### src/design/bli_pkg.sv
`default_nettype none
// bli_pkg: shared constants, operation codes and word types for the bounded list
// no dependencies; imported by bli_cell, bounded_list_insert_delete and the bench
package bli_pkg;

    localparam int CAPACITY    = 16;
    localparam int DATA_W      = 32;
    localparam int KIND_W      = 4;
    localparam int POS_W       = 5;
    localparam int CNT_FIELD_W = 5;
    localparam int CNT_W       = $clog2(CAPACITY + 1);
    localparam int IDX_W       = $clog2(CAPACITY);

    localparam logic [KIND_W-1:0] KIND_INS_FRONT  = 4'd0;
    localparam logic [KIND_W-1:0] KIND_INS_REAR   = 4'd1;
    localparam logic [KIND_W-1:0] KIND_INS_POS    = 4'd2;
    localparam logic [KIND_W-1:0] KIND_INS_SORTED = 4'd3;
    localparam logic [KIND_W-1:0] KIND_DEL_FRONT  = 4'd4;
    localparam logic [KIND_W-1:0] KIND_DEL_REAR   = 4'd5;
    localparam logic [KIND_W-1:0] KIND_DEL_FIRST  = 4'd6;
    localparam logic [KIND_W-1:0] KIND_DEL_ALL    = 4'd7;
    localparam logic [KIND_W-1:0] KIND_READ       = 4'd8;

    typedef struct packed {
        logic [KIND_W-1:0]        kind;
        logic signed [DATA_W-1:0] value;
        logic [POS_W-1:0]         position;
    } cmd_word_t;

    typedef struct packed {
        logic                     ok;
        logic [CNT_FIELD_W-1:0]   element_count;
        logic signed [DATA_W-1:0] read_value;
    } rsp_word_t;

    typedef struct packed {
        logic eval;
        logic apply;
        logic ins;
        logic eq_en;
        logic le_en;
    } cell_ctl_t;

endpackage
`default_nettype wire

### src/design/bli_cell.sv
`default_nettype none
// bli_cell: one list slot with its compare flag and neighbor shift
// depends on bli_pkg
module bli_cell (
    input  wire                               clk,
    input  wire                               rst_n,
    input  wire bli_pkg::cell_ctl_t           ctl,
    input  wire logic signed [bli_pkg::DATA_W-1:0] value,
    input  wire logic signed [bli_pkg::DATA_W-1:0] left_data,
    input  wire logic signed [bli_pkg::DATA_W-1:0] right_data,
    input  wire                               idx_hit,
    input  wire                               in_range,
    input  wire                               before_in,
    output logic signed [bli_pkg::DATA_W-1:0] data,
    output logic                              before_out
);
    import bli_pkg::*;

    logic signed [DATA_W-1:0] data_reg;
    logic signed [DATA_W-1:0] data_next;
    logic                     hit_reg;
    logic                     hit_next;
    logic                     cmp_hit;

    assign cmp_hit = in_range & ((ctl.eq_en & (data_reg == value))
                               | (ctl.le_en & !(value > data_reg)));

    always_comb
    begin
        hit_next = hit_reg;
        if (ctl.eval)
        begin
            hit_next = idx_hit | cmp_hit;
        end
    end

    always_comb
    begin
        data_next = data_reg;
        if (ctl.apply)
        begin
            if (ctl.ins)
            begin
                if (before_in)
                begin
                    data_next = left_data;
                end
                else if (hit_reg)
                begin
                    data_next = value;
                end
            end
            else if (before_in | hit_reg)
            begin
                data_next = right_data;
            end
        end
    end

    always_ff @(posedge clk or negedge rst_n)
    begin
        if (!rst_n)
        begin
            hit_reg <= 1'b0;
        end
        else
        begin
            hit_reg <= hit_next;
        end
    end

    always_ff @(posedge clk)
    begin
        data_reg <= data_next;
    end

    assign data       = data_reg;
    assign before_out = before_in | hit_reg;

endmodule
`default_nettype wire

### src/design/bounded_list_insert_delete.sv
`default_nettype none
// bounded_list_insert_delete: top level, operation sequencer, count and result word
// depends on bli_pkg and bli_cell
//
// Ordered list of up to CAPACITY signed 32-bit values held in a row of cells.
// One command word is taken at a time and gives one response word. Reads, rear
// deletes, unknown kinds and commands that fail on a full or empty list or a bad
// position are latched and then go straight to loading the response. Other
// inserts and deletes are latched, then pass through a compare step in which
// every cell compares itself against the command, a shift step in which the
// cells shift toward or away from the first hit (a ripple along the row), and
// the response load. Delete-all repeats the compare and shift pair once per
// removed entry plus once more. The response is loaded only once the previous
// one has been taken. A new command is taken while the previous response waits.
module bounded_list_insert_delete (
    input  wire                 clk,
    input  wire                 rst_n,
    input  wire                 cmd_valid,
    output logic                cmd_ready,
    input  wire bli_pkg::cmd_word_t cmd,
    output logic                rsp_valid,
    input  wire                 rsp_ready,
    output bli_pkg::rsp_word_t  rsp
);
    import bli_pkg::*;

    localparam logic [1:0] ST_IDLE  = 2'd0;
    localparam logic [1:0] ST_EVAL  = 2'd1;
    localparam logic [1:0] ST_APPLY = 2'd2;
    localparam logic [1:0] ST_FIN   = 2'd3;

    logic [1:0]       state_reg;
    logic [1:0]       state_next;
    cmd_word_t        op_reg;
    cmd_word_t        op_next;
    logic [CNT_W-1:0] count_reg;
    logic [CNT_W-1:0] count_next;
    logic             ok_reg;
    logic             ok_next;
    rsp_word_t        rsp_reg;
    rsp_word_t        rsp_next;
    logic             rsp_valid_reg;
    logic             rsp_valid_next;

    cell_ctl_t                ctl;
    logic signed [DATA_W-1:0] cell_data [CAPACITY];
    logic [CAPACITY:0]        before_chain;
    logic [CAPACITY-1:0]      idx_hit;
    logic [CAPACITY-1:0]      in_range;
    logic                     any_hit;
    logic                     full;
    logic                     empty;

    assign full    = (count_reg == CNT_W'(CAPACITY));
    assign empty   = (count_reg == '0);
    assign any_hit = before_chain[CAPACITY];
    assign before_chain[0] = 1'b0;

    always_comb
    begin
        ctl.eval  = (state_reg == ST_EVAL);
        ctl.apply = (state_reg == ST_APPLY);
        ctl.ins   = (op_reg.kind == KIND_INS_FRONT) || (op_reg.kind == KIND_INS_REAR)
                 || (op_reg.kind == KIND_INS_POS) || (op_reg.kind == KIND_INS_SORTED);
        ctl.eq_en = (op_reg.kind == KIND_DEL_FIRST) || (op_reg.kind == KIND_DEL_ALL);
        ctl.le_en = (op_reg.kind == KIND_INS_SORTED);
    end

    genvar gi;
    generate
        for (gi = 0; gi < CAPACITY; gi++)
        begin : g_cell
            logic signed [DATA_W-1:0] left_d;
            logic signed [DATA_W-1:0] right_d;

            always_comb
            begin
                in_range[gi] = (CNT_W'(gi) < count_reg);
                case (op_reg.kind)
                    KIND_INS_FRONT:  idx_hit[gi] = (gi == 0);
                    KIND_DEL_FRONT:  idx_hit[gi] = (gi == 0);
                    KIND_INS_REAR:   idx_hit[gi] = (CNT_W'(gi) == count_reg);
                    KIND_INS_SORTED: idx_hit[gi] = (CNT_W'(gi) == count_reg);
                    KIND_INS_POS:    idx_hit[gi] = (32'(gi) == 32'(op_reg.position));
                    default:         idx_hit[gi] = 1'b0;
                endcase
            end

            if (gi == 0)
            begin : g_first
                assign left_d = op_reg.value;
            end
            else
            begin : g_mid
                assign left_d = cell_data[gi-1];
            end

            if (gi == CAPACITY - 1)
            begin : g_last
                assign right_d = cell_data[gi];
            end
            else
            begin : g_inner
                assign right_d = cell_data[gi+1];
            end

            bli_cell u_cell (
                .clk        (clk),
                .rst_n      (rst_n),
                .ctl        (ctl),
                .value      (op_reg.value),
                .left_data  (left_d),
                .right_data (right_d),
                .idx_hit    (idx_hit[gi]),
                .in_range   (in_range[gi]),
                .before_in  (before_chain[gi]),
                .data       (cell_data[gi]),
                .before_out (before_chain[gi+1])
            );
        end
    endgenerate

    assign cmd_ready = (state_reg == ST_IDLE);

    always_comb
    begin
        state_next     = state_reg;
        op_next        = op_reg;
        count_next     = count_reg;
        ok_next        = ok_reg;
        rsp_next       = rsp_reg;
        rsp_valid_next = rsp_valid_reg;

        if (rsp_valid_reg && rsp_ready)
        begin
            rsp_valid_next = 1'b0;
        end

        case (state_reg)
            ST_IDLE:
            begin
                if (cmd_valid)
                begin
                    op_next    = cmd;
                    ok_next    = 1'b0;
                    state_next = ST_FIN;
                    case (cmd.kind)
                        KIND_INS_FRONT, KIND_INS_REAR, KIND_INS_SORTED:
                        begin
                            if (!full)
                            begin
                                state_next = ST_EVAL;
                            end
                        end
                        KIND_INS_POS:
                        begin
                            if (!full && (32'(cmd.position) <= 32'(count_reg)))
                            begin
                                state_next = ST_EVAL;
                            end
                        end
                        KIND_DEL_FRONT, KIND_DEL_FIRST, KIND_DEL_ALL:
                        begin
                            if (!empty)
                            begin
                                state_next = ST_EVAL;
                            end
                        end
                        KIND_DEL_REAR:
                        begin
                            if (!empty)
                            begin
                                count_next = count_reg - CNT_W'(1);
                                ok_next    = 1'b1;
                            end
                        end
                        KIND_READ:
                        begin
                            ok_next = (32'(cmd.position) < 32'(count_reg));
                        end
                        default:
                        begin
                            ok_next = 1'b0;
                        end
                    endcase
                end
            end
            ST_EVAL:
            begin
                state_next = ST_APPLY;
            end
            ST_APPLY:
            begin
                state_next = ST_FIN;
                if (any_hit)
                begin
                    ok_next = 1'b1;
                    if (ctl.ins)
                    begin
                        count_next = count_reg + CNT_W'(1);
                    end
                    else
                    begin
                        count_next = count_reg - CNT_W'(1);
                    end
                    if (op_reg.kind == KIND_DEL_ALL)
                    begin
                        state_next = ST_EVAL;
                    end
                end
            end
            ST_FIN:
            begin
                if (!rsp_valid_reg || rsp_ready)
                begin
                    rsp_next.ok            = ok_reg;
                    rsp_next.element_count = CNT_FIELD_W'(count_reg);
                    rsp_next.read_value    = '0;
                    if ((op_reg.kind == KIND_READ) && ok_reg)
                    begin
                        rsp_next.read_value = cell_data[op_reg.position[IDX_W-1:0]];
                    end
                    rsp_valid_next = 1'b1;
                    state_next     = ST_IDLE;
                end
            end
            default:
            begin
                state_next = ST_IDLE;
            end
        endcase
    end

    always_ff @(posedge clk or negedge rst_n)
    begin
        if (!rst_n)
        begin
            state_reg     <= ST_IDLE;
            count_reg     <= '0;
            ok_reg        <= 1'b0;
            rsp_valid_reg <= 1'b0;
        end
        else
        begin
            state_reg     <= state_next;
            count_reg     <= count_next;
            ok_reg        <= ok_next;
            rsp_valid_reg <= rsp_valid_next;
        end
    end

    always_ff @(posedge clk)
    begin
        op_reg  <= op_next;
        rsp_reg <= rsp_next;
    end

    assign rsp_valid = rsp_valid_reg;
    assign rsp       = rsp_reg;

endmodule
`default_nettype wire

### config.mk
export PLATFORM = sky130hd
export DESIGN_NAME = bounded_list_insert_delete
export DESIGN_NICKNAME = d
export VERILOG_FILES = /design/src/design/bli_pkg.sv /design/src/design/bli_cell.sv /design/src/design/bounded_list_insert_delete.sv
export SDC_FILE = /design/constraint.sdc
export NUM_CORES = 2
export LEC_CHECK = 0
export BUFFER_PORTS_ARGS = -buffer_cell sky130_fd_sc_hd__buf_2
export CORE_MARGIN = 3
export CORE_UTILIZATION = 30
export CTS_CLUSTER_DIAMETER = 150
export CTS_CLUSTER_SIZE = 30
export DETAILED_ROUTE_END_ITERATION = 8
export GPL_TIMING_DRIVEN = 1
export PLACE_DENSITY = 0.41
export SLEW_MARGIN = 20
export SYNTH_ARGS = -nofsm -noshare
export SYNTH_HDL_FRONTEND = slang
export SYNTH_SLANG_ARGS = --single-unit
export TNS_END_PERCENT = 100
### constraint.sdc
create_clock -name clk -period 4.95 [get_ports clk]
set_input_delay 0.2475 -clock clk [delete_from_list [all_inputs] [get_ports clk]]
set_output_delay 0.2475 -clock clk [all_outputs]
set_load 0.02 [all_outputs]
==> flow_metrics.tcl <==
set metrics [dict create \
    crit_path_cell_trace "nor3_1, nand4b_1, buf_4, or3_2, buf_4, mux2i_1, o21ai_0" \
    largest_register_ff_count 512 \
    max_clock_freq_ghz 0.2704 \
    max_slew.worst_pin.slew_ps 1103 \
    final_period_minus_worst_setup_slack_ps 3698 \
    cts_root_buf "sky130_fd_sc_hd__clkbuf_16" \
    ys_seq_elements 616 \
    dominantRegCellSynth "sky130_fd_sc_hd__edfxtp_1" \
    maxSlewHeadroom_pct 26.48 \
    synth_top_cell_by_area "sky130_fd_sc_hd__edfxtp_1" \
    crit_type "reg -> reg" \
    per_cell_via_count_in_the_routed_design 5.311 \
    pre_cts_ws_ps 1322 \
    regToRegStartpoint "g_cell[3].u_cell.hit_reg$_DFFE_PN0P_" \
    globalRouteTotalUtil_pct 20.45 \
    power_density_nw_per_um2 562.4 \
    max-clock-path-buffers 3 \
    vias_in_the_first_global_route 34440 \
    initial_detailed_routing_violation_count 3285 \
    setup_viol 0 \
    synth-edff-count 591 \
    syn-num-nets 5149 \
    unrepaired_setup_endpoints_after_global_routing "no" \
    floorplan.core_area_um2 154600 \
    routedWlPerCell_um 25.31 \
    r2r_setup_slack_ps 1250 \
    power.leakage_nw 21.60 \
    critPathMaxStageDelay_ps 800 \
    final_cells 6663 \
    std_cell_rows 144 \
    status "finished clean" \
    critical_path.most_common_cell "sky130_fd_sc_hd__buf_4" \
    layout.filler_cells 15800 \
    cts_hold_buf 44 \
    wirelength_um 168600 \
    endpoints_failing_hold 0 \
    drc_errors 0 \
    placement.io_buffers 84 \
    timing.reg2reg.worst_path_depth 7 \
    area.growth.synth_to_final_pct 9.623 \
    syn-cell-area_um2 46810 \
    critical_path.top_delay_family "simple AND/OR/NAND/NOR gates" \
    tritoncts.num_buffers 28 \
    r2r-end "g_cell[11].u_cell.data[24]$_DFFE_PP_" \
    arrival_ps 4110 \
    fin_ws_ps 1252 \
    setup_tns_ps 0 \
    die_area_um2 160800 \
    cts_tree "done" \
    min_path_type "in -> async" \
    timing.critical_path.buf_inv 2 \
    design.portCount 85 \
    synth_commonest_cells "sky130_fd_sc_hd__nand2_1 (609), sky130_fd_sc_hd__edfxtp_1 (591), sky130_fd_sc_hd__inv_1 (526), sky130_fd_sc_hd__o21ai_0 (526), sky130_fd_sc_hd__ha_1 (522)" \
    endpoint_kind "flop" \
    placed_cells 6564 \
    count_leader_synth "sky130_fd_sc_hd__nand2_1" \
    grt_overflow_total 0 \
    ctsResizeCount 0 \
    finish.net_count 5161 \
    die_x_um 401.0 \
    clock_tree.htree_level_count 1 \
    global_route_wire_length_before_repair_um 246700 \
    synth_area_leaders "sky130_fd_sc_hd__edfxtp_1 (38%), sky130_fd_sc_hd__ha_1 (14%), sky130_fd_sc_hd__mux2i_1 (9.6%)" \
    startpoint_type "flop" \
    num_vias 35390 \
    place_hpwl_um 125500 \
    timing.hold.ws_ps 175.7 \
    die_height_um 401.0 \
    crit_fanout 36 \
    clock_sinks 616 \
    final.setup_skew_ps 47.28 \
    placer_congestion_estimate 0.8748 \
    cap_violations 0 \
    synth.avg_cell_area_um2 10.22 \
    grt_start_max_net_pins 193 \
    fraction_of_post_synthesis_cell_area_in_the_top_cell_type_by_area_pct 37.91 \
    part_of_the_cycle_the_worst_path_needs_pct 74.71 \
    starting_utilization_of_the_core_area_pct 30.28 \
    critical-path-slowest-cell "sky130_fd_sc_hd__or3_2" \
    vdd_drop_max_mv 0.3099 \
    maxSlewViolCount 0 \
    number_of_optimization_iterations_in_the_first_detailed_route_pass 5 \
    clkLatencyLatePin_ps 690 \
    ys.warnings.count 0 \
    worst_setup_hold_path_clk_slew_ps 140 \
    ys_types 82 \
    detailed_place.area_um2 49920 \
    synth_seq_area_share_pct 39.25 \
    layout.cell_area.non_filler_um2 51310 \
    synthesis.instances 4582 \
    post_route_cells_drive_above_1_share_pct 9.645 \
    number_of_antenna_violations_at_the_first_check_in_global_routing 15 \
    critPathRequiredTime_ps 5360 \
    antenna_left 0 \
    postCtsSetupRepairBufs 0 \
    async_s_r_ff_share_synth_pct 4.058 \
]
worst register-to-register path, cell delays in order (launching register included):
cell and delay [ps]:
sky130_fd_sc_hd__dfrtp_1 460, sky130_fd_sc_hd__nor3_1 640, sky130_fd_sc_hd__nand4b_1 400, sky130_fd_sc_hd__buf_4 470, sky130_fd_sc_hd__or3_2 800, sky130_fd_sc_hd__buf_4 350, sky130_fd_sc_hd__mux2i_1 200, sky130_fd_sc_hd__o21ai_0 90
layer usage:
layer / vias to the layer above / wire length, um / GRT usage, %
met1: 17630 / 82930 / 30.98
met3: 118 / 7932 / 1.851
met4: 0 / 3388 / 3.972
met5: - / 0 / 0
met2: 842 / 74390 / 31.70
li1: 16800 / - / -
worst max-delay path by stage:
stage	startpoint	end	slack (ps)	depth (start not counted)
2_1_floorplan	op_reg[40]$_DFFE_PP_	g_cell[15].u_cell.data[0]$_DFFE_PP_	550	8
3_3_place_gp	g_cell[3].u_cell.hit_reg$_DFFE_PN0P_	g_cell[11].u_cell.data[24]$_DFFE_PP_	1320	7
3_5_place_dp	g_cell[3].u_cell.hit_reg$_DFFE_PN0P_	g_cell[11].u_cell.data[24]$_DFFE_PP_	1320	7
4_1_cts	g_cell[3].u_cell.hit_reg$_DFFE_PN0P_	g_cell[11].u_cell.data[21]$_DFFE_PP_	1270	7
5_1_grt	g_cell[3].u_cell.hit_reg$_DFFE_PN0P_	g_cell[11].u_cell.data[24]$_DFFE_PP_	1120	7
6_report	g_cell[3].u_cell.hit_reg$_DFFE_PN0P_	g_cell[11].u_cell.data[24]$_DFFE_PP_	1250	7
final cells by class:
type / count / area [um^2] / area share [%]
Tap cell: 2044 / 2557 / 4.984
Antenna cell: 5 / 12.51 / 0.02438
Clock buffer: 35 / 748.2 / 1.458
Sequential cell: 616 / 18370 / 35.81
Timing Repair Buffer: 230 / 1829 / 3.565
Clock inverter: 15 / 185.2 / 0.3609
Multi-Input combinational cell: 3190 / 25630 / 49.94
Inverter: 528 / 1982 / 3.862
power breakdown:
part / switching, mW / total, mW / leakage (nW) / internal (mW)
Sequential: 2.59 / 11.5 / 5.90 / 8.94
Clock: 2.07 / 3.27 / 0.450 / 1.20
Combinational: 8.58 / 14.0 / 15.3 / 5.47
Total: 13.2 / 28.9 / 21.6 / 15.6
placed cells by master, fill, tap and decap left out, types with 27 or more instances in the layout:
cell,instances
sky130_fd_sc_hd__o21ai_0,526
sky130_fd_sc_hd__clkbuf_16,29
sky130_fd_sc_hd__edfxtp_1,591
sky130_fd_sc_hd__mux2i_1,448
sky130_fd_sc_hd__nand4_1,92
sky130_fd_sc_hd__inv_1,525
sky130_fd_sc_hd__mux4_2,160
sky130_fd_sc_hd__nor2_1,67
sky130_fd_sc_hd__o21ai_1,41
sky130_fd_sc_hd__a21oi_1,201
sky130_fd_sc_hd__a21o_1,61
sky130_fd_sc_hd__nor3_1,29
sky130_fd_sc_hd__nor2b_1,55
sky130_fd_sc_hd__buf_4,87
sky130_fd_sc_hd__ha_1,522
sky130_fd_sc_hd__nand2_1,609
sky130_fd_sc_hd__o211ai_1,30
sky130_fd_sc_hd__dlygate4sd3_1,44
sky130_fd_sc_hd__buf_2,84
sky130_fd_sc_hd__nand3_1,56
sky130_fd_sc_hd__mux2_1,27
through the flow:
| stage | utilization (%) | power (mW) |
|---|---|---|
| 2_1_floorplan | - | 19.75 |
| 3_3_place_gp | 32.26 | 25.52 |
| 3_5_place_dp | 32.29 | 25.72 |
| 4_1_cts | 33.18 | 29.09 |
| 5_1_grt | 33.19 | 31.14 |
| 6_report | 33.19 | 28.86 |
kinds of logic after synthesis:
logic type / count (synthesis) / synth area share (%)
AO/OA/AOI/OAI: 988 / 11.91
buffers and inverters: 776 / 6.458
adder cells (fa/ha/maj): 522 / 13.95
multiplexers: 644 / 18.14
XOR/XNOR: 5 / 0.09355
flip-flops: 616 / 39.25
AND/OR/NAND/NOR: 1031 / 10.19
No activity file was read; power rests on OpenSTA's default activity.
